==> config.mk <==
export PLATFORM = sky130hd
export DESIGN_NAME = bezier_point_and_derivatives_top
export DESIGN_NICKNAME = d
export VERILOG_FILES = /design/src/hw/rtl/bez_pkg.sv /design/src/hw/rtl/bezier_point_and_derivatives_top.sv /design/src/hw/rtl/bez_ctrl_mem.sv
export SDC_FILE = /design/constraint.sdc
export NUM_CORES = 2
export LEC_CHECK = 0
export BUFFER_PORTS_ARGS = -buffer_cell sky130_fd_sc_hd__buf_4
export CAP_MARGIN = 20
export CORE_MARGIN = 2
export CORE_UTILIZATION = 30
export DETAILED_ROUTE_END_ITERATION = 16
export GPL_ROUTABILITY_DRIVEN = 0
export PLACE_DENSITY_LB_ADDON = 0.05
export SYNTH_ARGS = -nofsm -noshare
export SYNTH_HDL_FRONTEND = slang
export SYNTH_SLANG_ARGS = --single-unit
==> constraint.sdc <==
create_clock -name clk -period 20.1 [get_ports clk]
set_input_delay 0 -clock clk [delete_from_list [all_inputs] [get_ports clk]]
set_output_delay 0 -clock clk [all_outputs]
set_load 0.005 [all_outputs]
==> src/hw/rtl/bez_pkg.sv <==
// bez_pkg: shared types and constants for the bezier point and derivative evaluator
// no dependencies
`default_nettype none
package bez_pkg;
  localparam int CW = 32;
  localparam int TW = 17;
  localparam int WW = 64;

  typedef enum logic {ACT_WRITE = 1'b0, ACT_EVAL = 1'b1} act_t;
  typedef enum logic {ST_OK = 1'b0, ST_BAD_INDEX = 1'b1} stat_t;

  typedef struct packed {
    logic              action;
    logic [2:0]        point_index;
    logic signed [31:0] point_x;
    logic signed [31:0] point_y;
    logic signed [31:0] point_z;
    logic [16:0]       t_fraction;
  } in_word_t;

  typedef struct packed {
    logic signed [31:0] pos_x;
    logic signed [31:0] pos_y;
    logic signed [31:0] pos_z;
    logic signed [31:0] vel_x;
    logic signed [31:0] vel_y;
    logic signed [31:0] vel_z;
    logic signed [31:0] acc_x;
    logic signed [31:0] acc_y;
    logic signed [31:0] acc_z;
    logic              status;
  } out_word_t;

  typedef enum logic [3:0] {
    S_IDLE, S_CLEAR, S_LOAD, S_LOADW, S_DIFF, S_LERPM, S_LERPA, S_NEXT, S_DONE
  } state_t;

  function automatic logic signed [31:0] sat32(input logic signed [WW-1:0] v);
    if (v > 64'sd2147483647) return 32'sh7fffffff;
    if (v < -64'sd2147483648) return 32'sh80000000;
    return v[31:0];
  endfunction
endpackage
`default_nettype wire

==> src/hw/rtl/bezier_point_and_derivatives_top.sv <==
// bezier_point_and_derivatives_top: command port, sequencer and shared lerp multiplier
// depends on bez_pkg and bez_ctrl_mem
//
// Usage: pulse start with in_word while busy is low. A write word stores one
// control point (or flags status when the index is not below the count); its
// result strobe follows the three S_LOAD states and S_DONE. An evaluate word
// computes, per coordinate, the curve point, first and second derivative by
// de Casteljau interpolation on one shared 64x17 multiplier, after loading
// the points from memory and, for a derivative, differencing them; each
// interpolation step passes through S_LERPM, S_LERPA and S_NEXT. One word is
// in flight at a time; the next word can be taken at the edge that ends the
// result cycle.
// The result appears for one cycle on out_word with out_valid; the receiver
// cannot stall it. cfg_data sets point_count while cfg_valid and cfg_ready.
// After reset the block clears all 3*MAX_POINTS entries of its coordinate
// memory, one entry a cycle, while busy is high; point_count resets to 4.
`default_nettype none
module bezier_point_and_derivatives_top import bez_pkg::*; #(
  parameter int MAX_POINTS = 6
) (
  input  wire logic      clk,
  input  wire logic      rst_n,
  input  wire logic      start,
  output logic           busy,
  input  wire in_word_t  in_word,
  output logic           out_valid,
  output out_word_t      out_word,
  input  wire logic      cfg_valid,
  output logic           cfg_ready,
  input  wire logic [2:0] cfg_data
);
  localparam int DEPTH = 3 * MAX_POINTS;
  localparam int AW = $clog2(DEPTH + 1);
  localparam int PW = $clog2(MAX_POINTS + 1);

  state_t state_r, state_nxt;
  logic [2:0] cnt_r;
  logic [AW-1:0] clr_r;
  in_word_t cmd_r;
  logic [16:0] t_r;
  logic [1:0] crd_r, pass_r;
  logic [PW-1:0] ld_r, len_r, i_r, dcnt_r;
  logic signed [WW-1:0] buf_r [MAX_POINTS];
  logic signed [WW-1:0] prod_r;
  out_word_t res_r;
  logic ov_r;

  logic [2:0] eff;
  always_comb begin
    eff = cnt_r;
    if (eff == 3'd0) eff = 3'd1;
    if (32'(eff) > MAX_POINTS) eff = 3'(MAX_POINTS);
  end

  logic we;
  logic [AW-1:0] waddr, raddr;
  logic [CW-1:0] wdata, rdata;
  bez_ctrl_mem #(.DEPTH(DEPTH), .AW(AW)) u_mem (
    .clk(clk), .we(we), .waddr(waddr), .wdata(wdata), .raddr(raddr), .rdata(rdata)
  );

  logic wr_ok;
  assign wr_ok = {1'b0, cmd_r.point_index} < {1'b0, eff};
  assign busy = state_r != S_IDLE;
  assign cfg_ready = state_r == S_IDLE;
  assign out_valid = ov_r;
  assign out_word = res_r;

  always_comb begin
    we = 1'b0; waddr = clr_r; wdata = '0;
    if (state_r == S_CLEAR) begin
      we = 1'b1;
    end else if (state_r == S_LOAD && cmd_r.action == ACT_WRITE && wr_ok) begin
      we = 1'b1;
      waddr = AW'(cmd_r.point_index * 3 + {1'b0, crd_r});
      wdata = crd_r == 2'd0 ? cmd_r.point_x : crd_r == 2'd1 ? cmd_r.point_y : cmd_r.point_z;
    end
    raddr = AW'(ld_r * 3 + crd_r);
  end

  logic [2:0] k;
  logic signed [WW-1:0] dif, lerp;
  always_comb begin
    k = (dcnt_r == '0) ? eff - 3'd1 : eff - 3'd2;
    dif = buf_r[i_r + PW'(1)] - buf_r[i_r];
    lerp = buf_r[i_r] + ((prod_r + 64'sd32768) >>> 16);
  end

  always_comb begin
    state_nxt = state_r;
    unique case (state_r)
      S_IDLE:  if (start) state_nxt = S_LOAD;
      S_CLEAR: if (32'(clr_r) == DEPTH - 1) state_nxt = S_IDLE;
      S_LOAD:  if (cmd_r.action == ACT_WRITE) begin
                 if (crd_r == 2'd2) state_nxt = S_DONE;
               end else state_nxt = S_LOADW;
      S_LOADW: if (32'(ld_r) == 32'(eff)) state_nxt = (pass_r == 2'd0) ? S_NEXT : S_DIFF;
      S_DIFF:  if (32'(dcnt_r) + 1 == 32'(pass_r) && 32'(i_r) + 2 >= 32'(len_r))
                 state_nxt = S_NEXT;
      S_NEXT:  if (len_r > PW'(1)) state_nxt = S_LERPM;
               else if (pass_r != 2'd2 && 32'(eff) >= 32'(pass_r) + 2) state_nxt = S_LOAD;
               else if (crd_r != 2'd2) state_nxt = S_LOAD;
               else state_nxt = S_DONE;
      S_LERPM: state_nxt = S_LERPA;
      S_LERPA: state_nxt = S_NEXT;
      S_DONE:  state_nxt = S_IDLE;
      default: state_nxt = S_IDLE;
    endcase
  end

  always_ff @(posedge clk) begin
    if (!rst_n) begin
      state_r <= S_CLEAR;
    end else begin
      state_r <= state_nxt;
    end
  end

  always_ff @(posedge clk) begin
    if (!rst_n) begin
      cnt_r <= 3'd4; clr_r <= '0; ov_r <= 1'b0;
    end else begin
      ov_r <= state_r == S_DONE;
      if (cfg_valid && cfg_ready) cnt_r <= cfg_data;
      unique case (state_r)
        S_CLEAR: begin
          clr_r <= clr_r + AW'(1);
        end
        S_IDLE: begin
          if (start) begin
            cmd_r <= in_word; crd_r <= '0; pass_r <= '0; ld_r <= '0;
            t_r <= in_word.t_fraction > 17'h10000 ? 17'h10000 : in_word.t_fraction;
            res_r <= '0;
          end
        end
        S_LOAD: begin
          if (cmd_r.action == ACT_WRITE) begin
            crd_r <= crd_r + 2'd1;
            res_r.status <= wr_ok ? ST_OK : ST_BAD_INDEX;
          end else begin
            ld_r <= ld_r + PW'(1);
          end
        end
        S_LOADW: begin
          buf_r[ld_r - PW'(1)] <= WW'($signed(rdata));
          if (32'(ld_r) == 32'(eff)) begin
            i_r <= '0; dcnt_r <= '0; len_r <= PW'(eff);
          end else ld_r <= ld_r + PW'(1);
        end
        S_DIFF: begin
          buf_r[i_r] <= dif * $signed({1'b0, k});
          if (32'(i_r) + 2 >= 32'(len_r)) begin
            i_r <= '0; len_r <= len_r - PW'(1); dcnt_r <= dcnt_r + PW'(1);
          end else i_r <= i_r + PW'(1);
        end
        S_NEXT: begin
          if (len_r <= PW'(1)) begin
            unique case (pass_r)
              2'd0: begin
                if (crd_r == 2'd0) res_r.pos_x <= sat32(buf_r[0]);
                if (crd_r == 2'd1) res_r.pos_y <= sat32(buf_r[0]);
                if (crd_r == 2'd2) res_r.pos_z <= sat32(buf_r[0]);
              end
              2'd1: begin
                if (crd_r == 2'd0) res_r.vel_x <= sat32(buf_r[0]);
                if (crd_r == 2'd1) res_r.vel_y <= sat32(buf_r[0]);
                if (crd_r == 2'd2) res_r.vel_z <= sat32(buf_r[0]);
              end
              default: begin
                if (crd_r == 2'd0) res_r.acc_x <= sat32(buf_r[0]);
                if (crd_r == 2'd1) res_r.acc_y <= sat32(buf_r[0]);
                if (crd_r == 2'd2) res_r.acc_z <= sat32(buf_r[0]);
              end
            endcase
            ld_r <= '0;
            if (pass_r != 2'd2 && 32'(eff) >= 32'(pass_r) + 2) begin
              pass_r <= pass_r + 2'd1;
            end else if (crd_r != 2'd2) begin
              pass_r <= '0; crd_r <= crd_r + 2'd1;
            end
          end
        end
        S_LERPM: begin
          prod_r <= dif * $signed({1'b0, t_r});
        end
        S_LERPA: begin
          buf_r[i_r] <= lerp;
          if (32'(i_r) + 2 >= 32'(len_r)) begin
            i_r <= '0; len_r <= len_r - PW'(1);
          end else i_r <= i_r + PW'(1);
        end
        default: ;
      endcase
    end
  end
endmodule
`default_nettype wire

==> src/hw/rtl/bez_ctrl_mem.sv <==
// bez_ctrl_mem: control point store, one synchronous memory of coordinates
// depends on bez_pkg
`default_nettype none
module bez_ctrl_mem import bez_pkg::*; #(
  parameter int DEPTH = 18,
  parameter int AW = 5
) (
  input  wire logic          clk,
  input  wire logic          we,
  input  wire logic [AW-1:0] waddr,
  input  wire logic [CW-1:0] wdata,
  input  wire logic [AW-1:0] raddr,
  output logic      [CW-1:0] rdata
);
  logic [CW-1:0] mem [DEPTH];
  always_ff @(posedge clk) begin
    if (we) mem[waddr] <= wdata;
    rdata <= mem[raddr];
  end
endmodule
`default_nettype wire

-- Word level (Yosys, flattened, before mapping)
Memories as Yosys holds them, arrays and structs flattened. A register that Yosys moved wholly into a read port is not among the register bits.
Cells that the tools add are included.
- register bits after elaboration: 499
- bits of input ports: 124
- memories: 2
- bits in latches: 0
- memory bits (read-only): 0
- output and inout bits: 292
- RAM bits: 960
- memory list (memory ; depth ; width ; rd ports ; clocked after memory_dff ; wr ports ; line ; source):
    u_mem.mem ; 18 ; 32 ; 1 ; 1 ; 1 ; bez_ctrl_mem.sv:15 ; logic [CW-1:0] mem [DEPTH];
    buf_r ; 6 ; 64 ; 3 ; 1 ; 1 ; bezier_point_and_derivatives_top.sv:43 ; logic signed [WW-1:0] buf_r [MAX_POINTS];
- $lt $le $gt $ge: 9
- $add $sub $neg: 18
- equal/unequal tests: 36
- bitwise gates (word level): 2
- reduce and logical (&&, ||, !) cells: 39
- multipliers: 4
- divide/modulo/power cells: 0
- muxes and demuxes: 194
- shift-type cells: 0
- operators by type and width (kind ; count):
    $mux W32 ; 33
    $pmux W288 S2 ; 1
    $mux W289 ; 1
    $mux W288 ; 1
    $mux W96 ; 3
    $mux W64 ; 2
    $mux W1 ; 111
    $add A64 B17 Y64 const B ; 1
    $add A64 B48 Y64 ; 1
    $gt A64 B32 Y1 const B ; 1
    $lt A64 B32 Y1 const B ; 1
    $mul A64 B18 Y64 ; 1
    $mul A64 B4 Y64 ; 1
    $reduce_or A64 Y1 ; 1
    $sub A64 B64 Y64 ; 1
    $reduce_and A6 Y1 ; 10
    $mux W3 ; 14
    $mux W4 ; 9
    $ne A2 B2 Y1 const B ; 17
    $pmux W4 S8 ; 1
    $mux W2 ; 9
    $pmux W3 S2 ; 3
    $gt A17 B17 Y1 const B ; 1
    $eq A4 B3 Y1 const B ; 4
    other kinds (47) ; 74

-- Logic depth before layout (Yosys ltp)
- word-level depth: 19
- depth in mapped cells: 48

-- Modules after synthesis
Synthesis repeated with hierarchy kept, for this count alone.
- cell total of the unflattened synthesis: 8961
- area total of the unflattened synthesis: 103141.4 µm²
- by module, submodules not included (module ; times used ; sequential area each (µm²) ; area an instance (µm²) ; cells an instance):
    bezier_point_and_derivatives_top ; 1 ; 25994.9 ; 80435.9 ; 7906
    bez_ctrl_mem ; 1 ; 17937.2 ; 22705.5 ; 1055

-- Worst setup path after synthesis
OpenSTA, ideal clock, no wires.
- path kind: register -> register
- start: register i_r[0]
- end: register prod_r[63] (data pin)
- required time: 19.832 ns
- buffers on the path: 4
- cell stages (with the launch flop): 44
- arrival time: 10.822 ns
- setup slack: 9.010 ns
- cell sequence: edfxtp_1 clkbuf_1 buf_1 buf_1 mux4_2 nand2_1 o21ai_0 ha_1 o21a_1 o31a_1 o41a_2 a211oi_2 a21oi_1 a21oi_2 o31ai_2 a21o_1 a21o_1 a31oi_1 [8 not listed] fa_1 fa_1 inv_1 fa_1 inv_1 ha_1 nand4_1 nor2_1 nand3_1 o21ai_0 a31oi_1 o311ai_0 and2_1 o21a_1 nor2_1 xor2_1 xnor3_1 xnor3_1
- longest elaborated chain between the ends: 4
- ends and longest elaborated chain (what ; line ; source):
    from (decl) ; bezier_point_and_derivatives_top.sv:42 ; logic [PW-1:0] ld_r, len_r, i_r, dcnt_r;
    from (signal assigned) ; bezier_point_and_derivatives_top.sv:154 ; end else i_r <= i_r + PW'(1);
    from (signal assigned) ; bezier_point_and_derivatives_top.sv:190 ; end else i_r <= i_r + PW'(1);
    $add A3 B1 Y3 ; bezier_point_and_derivatives_top.sv:85 ; dif = buf_r[i_r + PW'(1)] - buf_r[i_r];
    $mem_v2 Z6 W64 ; - ;
    $sub A64 B64 Y64 ; bezier_point_and_derivatives_top.sv:85 ;
    $mul A64 B18 Y64 ; bezier_point_and_derivatives_top.sv:184 ; prod_r <= dif * $signed({1'b0, t_r});
    to (signal assigned) ; bezier_point_and_derivatives_top.sv:184 ;
    to (decl) ; bezier_point_and_derivatives_top.sv:44 ; logic signed [WW-1:0] prod_r;
Every way passes these cells.
A chain may end at the register's enable or synchronous reset.

-- Worst setup path after layout
Same ends and word-level chain as after synthesis.

==> metrics.yaml <==
outcome:
  outcome: "complete, no violations"
routing:
  vias: 68027
  wl_per_cell_um: 24.3
  firstDrtPassIters: 5
  drc_errors: 0
  wirelength_mm: 342
  post_drt_via_cell_ratio: 4.83
  drt_iter0_markers: 4562
  drtAntennaViolNets: 0
synth:
  yosys_warnings: 0
  yosysSeqAreaShare_pct: 43.0
  synthArstFlopShare_pct: 0
  synthSimpleGateAreaFrac_pct: 10.3
  syn-cell-area_mm2: 0.102
  syn_inst: 8759
  synth-compound-area-share_pct: 6.84
  syn_area_per_cell_um2: 11.7
  synth_cell_types: 85
  synth_top_family_by_area: "adder cells"
  synth_edf_count: 1431
  synth_mux_area_share_pct: 8.29
  synthFlopType: "edfxtp_1"
  syn_nets: 10175
  synthAdderAreaFrac_pct: 22.2
  synth_seq_cells: 1479
  yosys.area_share.xor_xnor_pct: 2.72
clocking:
  cts_resized: 0
  post_cts_buffers: 0
  clkSinkCount: 1479
  cts_buffers: 181
  root_buffer: "clkbuf_16"
  htreeDepth: 4
  clock_path_buffers: 4
  cts_hold_buf: 249
  clock_latency_ns: 0.92
  cts_tree: "yes"
  clkTransAtPathRegs_ns: 0.06
worst_hold_path:
  hp-start: "in_word[10]"
  hold_end: "t_r[10]"
  holdPathStages: 3
  hp-class: "in -> reg"
power_and_ir_drop:
  combPwrFrac_pct: 1.8
  switching_share_pct: 21.6
  power_leakage_nw: 49.0
  power.density_mw_per_mm2: 57.0
  pwr-share-clk_pct: 49.0
  intPower_w: 0.00538
  ir_drop_mv: 0.0611
  p_switching_w: 0.00148
  seq_power_share_pct: 49.2
grt:
  antenna_found_initial: 37
  grt_use_met2_pct: 32.8
  grt_pass1_vias: 71801
  grt_max_degree: 85
  busiest_layer: "met2"
  grt_pass1_wl_mm: 498
  grt.total_usage_pct: 19.6
  grtUsageMet1_pct: 26.7
  overflow: 0
  met3_usage_pct: 2.61
floorplanning:
  die_height_um: 588
  num_rows: 214
  core_mm2: 0.339
  die_x_um: 588
  pin_count: 416
  start_util_pct: 30.1
  die-area_mm2: 0.345
setup_path:
  cpMaxStageDelayCell: "o21ai_0"
  r2r_start: "i_r[0]"
  critPathArrivalTime_ns: 14.25
  critPathKind: "reg -> reg"
  critPathRequiredTime_ns: 20.68
  rr_endpoint: "prod_r[63]"
  startpoint_type: "flop"
  worstRegToRegCells: 43
  cp_max_fo: 37
  critPathMaxStageDelay_ns: 0.74
  endpoint_kind: "flop"
  path_common_cell: "fa_1"
  r2r_slack_ns: 6.43
sta:
  fin_crit_ns: 13.67
  finalCritPeriodShare_pct: 68.0
  relSlewSlack_pct: 16.2
  finalSetupTns_ns: 0
  final_max_slew_viol_count: 0
  hold_violations: 0
  worstMarginPinSlew_ns: 1.26
  rsz0062_at_grt: "false"
  clock.fmax_mhz: 73.1
  setup_viol: 0
  skew_ns: 0.109
final_layout:
  final_layout_size_suffix_gt1_share_pct: 14.0
  fin_nets: 10802
  layout_common_cells: "edfxtp_1, inv_1, nand2_1"
  finish.instance_area_mm2: 0.120
  mostFrequentLayoutCell: "edfxtp_1"
  fillers: 33673
  syn_to_final_growth_pct: 17.9
place:
  dpl.hpwl_mm: 236
  port_buffers: 415
  dpl-instance-area_mm2: 0.112
flow_run:
  drv_cap: 0
registers in the layout, indices dropped and copies added, names as in the netlist, named ones only:
name	flops
u_mem.mem	576
buf_r	384
out_word	289
cmd_r	100
prod_r	49
u_mem.rdata	32
t_r	17
clr_r	5
state_r	4
cnt_r	3
dcnt_r	3
i_r	3
ld_r	3
len_r	3
crd_r	2
pass_r	2
out_valid	1
synthesized netlist by cell type (81+ instances only):
cell      instances  area share [%]
nor2_1          419             1.5
edfxtp_1       1431              42
mux4_2          288             6.3
xnor2_1         209             1.8
a21oi_1         360             1.8
mux2i_1         197             1.9
a21o_1          238             1.7
o21ai_0         284             1.4
nor2b_1          81            0.50
and2_1          473             2.9
xor2_1           98            0.84
nand2_1         947             3.5
ha_1            427             5.2
inv_1          1382             5.1
clkbuf_1        383             1.4
fa_1            865              17
worst max path at each step:
stage,startpoint,to,slack (ns),cells past startpoint
after floorplan,i_r[0],prod_r[63],9.01,43
after global placement,i_r[0],prod_r[63],6.49,43
after detailed placement,i_r[0],prod_r[63],6.45,43
after CTS,i_r[0],prod_r[63],6.37,43
after global routing,i_r[0],prod_r[63],5.53,43
final,i_r[0],prod_r[63],6.43,43
cell type report:
cell class	instances	area [um^2]	share of cell area (%)
flip-flops and latches	1479	43900	36.5
well taps	4536	5680	4.71
inverters	1382	5190	4.31
repair buffers	884	7350	6.10
multi-input cells	5458	52300	43.4
diodes	6	15.0	0.0125
clock buffers	219	4770	3.96
clock inverters	112	1220	1.01
per-layer routing:
layer | up-vias | wire, um
met3 | 426 | 15200
met4 | 6 | 9890
met1 | 35387 | 153000
met5 | - | 40
li1 | 30698 | -
met2 | 1510 | 163000
per-stage QoR:
stage / power, W / utilization (%) / setup WS, ns / hold slack, ns / instances
finish: 0.00687 / 35.5 / 6.43 / 0.0845 / 14076
detailed placement: 0.00353 / 33.0 / 6.45 / 0.179 / 13470
global placement: 0.00353 / 32.9 / 6.49 / 0.179 / 13462
global route: 0.00708 / 35.5 / 5.53 / 0.0771 / 14073
floorplan: 0.00347 / - / 9.01 / 0.0989 / 8759
CTS: 0.00698 / 35.5 / 6.37 / 0.00281 / 14050
logic make-up (layout without fill, tap and decap cells):
kind of cell,after synthesis,count (layout)
AO/OA/AOI/OAI,1134,1134
XOR/XNOR,311,311
adder cells (fa/ha/maj),1292,1292
buffers and inverters,1822,2597
flip-flops,1479,1479
multiplexers,486,486
other,0,6
AND/OR/NAND/NOR,2235,2235
power by group through the flow:
stage	logic, W	clock network (W)	registers, W
2_1_floorplan	0.0000345	0	0.00344
3_3_place_gp	0.0000877	0	0.00344
3_5_place_dp	0.0000879	0	0.00344
4_1_cts	0.000125	0.00348	0.00338
5_1_grt	0.000133	0.00357	0.00338
6_report	0.000124	0.00337	0.00338
critical path, delay by kind of cell, from the launching register on:
kind / cells / cell delay, ns
compound gates: 14 / 5.04
fa+ha+maj: 8 / 3.49
buf+inv: 8 / 1.92
simple gates: 8 / 1.15
xor+xnor: 4 / 0.71
mux: 1 / 0.58
flops: 1 / 0.40
(Power assumes the default switching activity.)
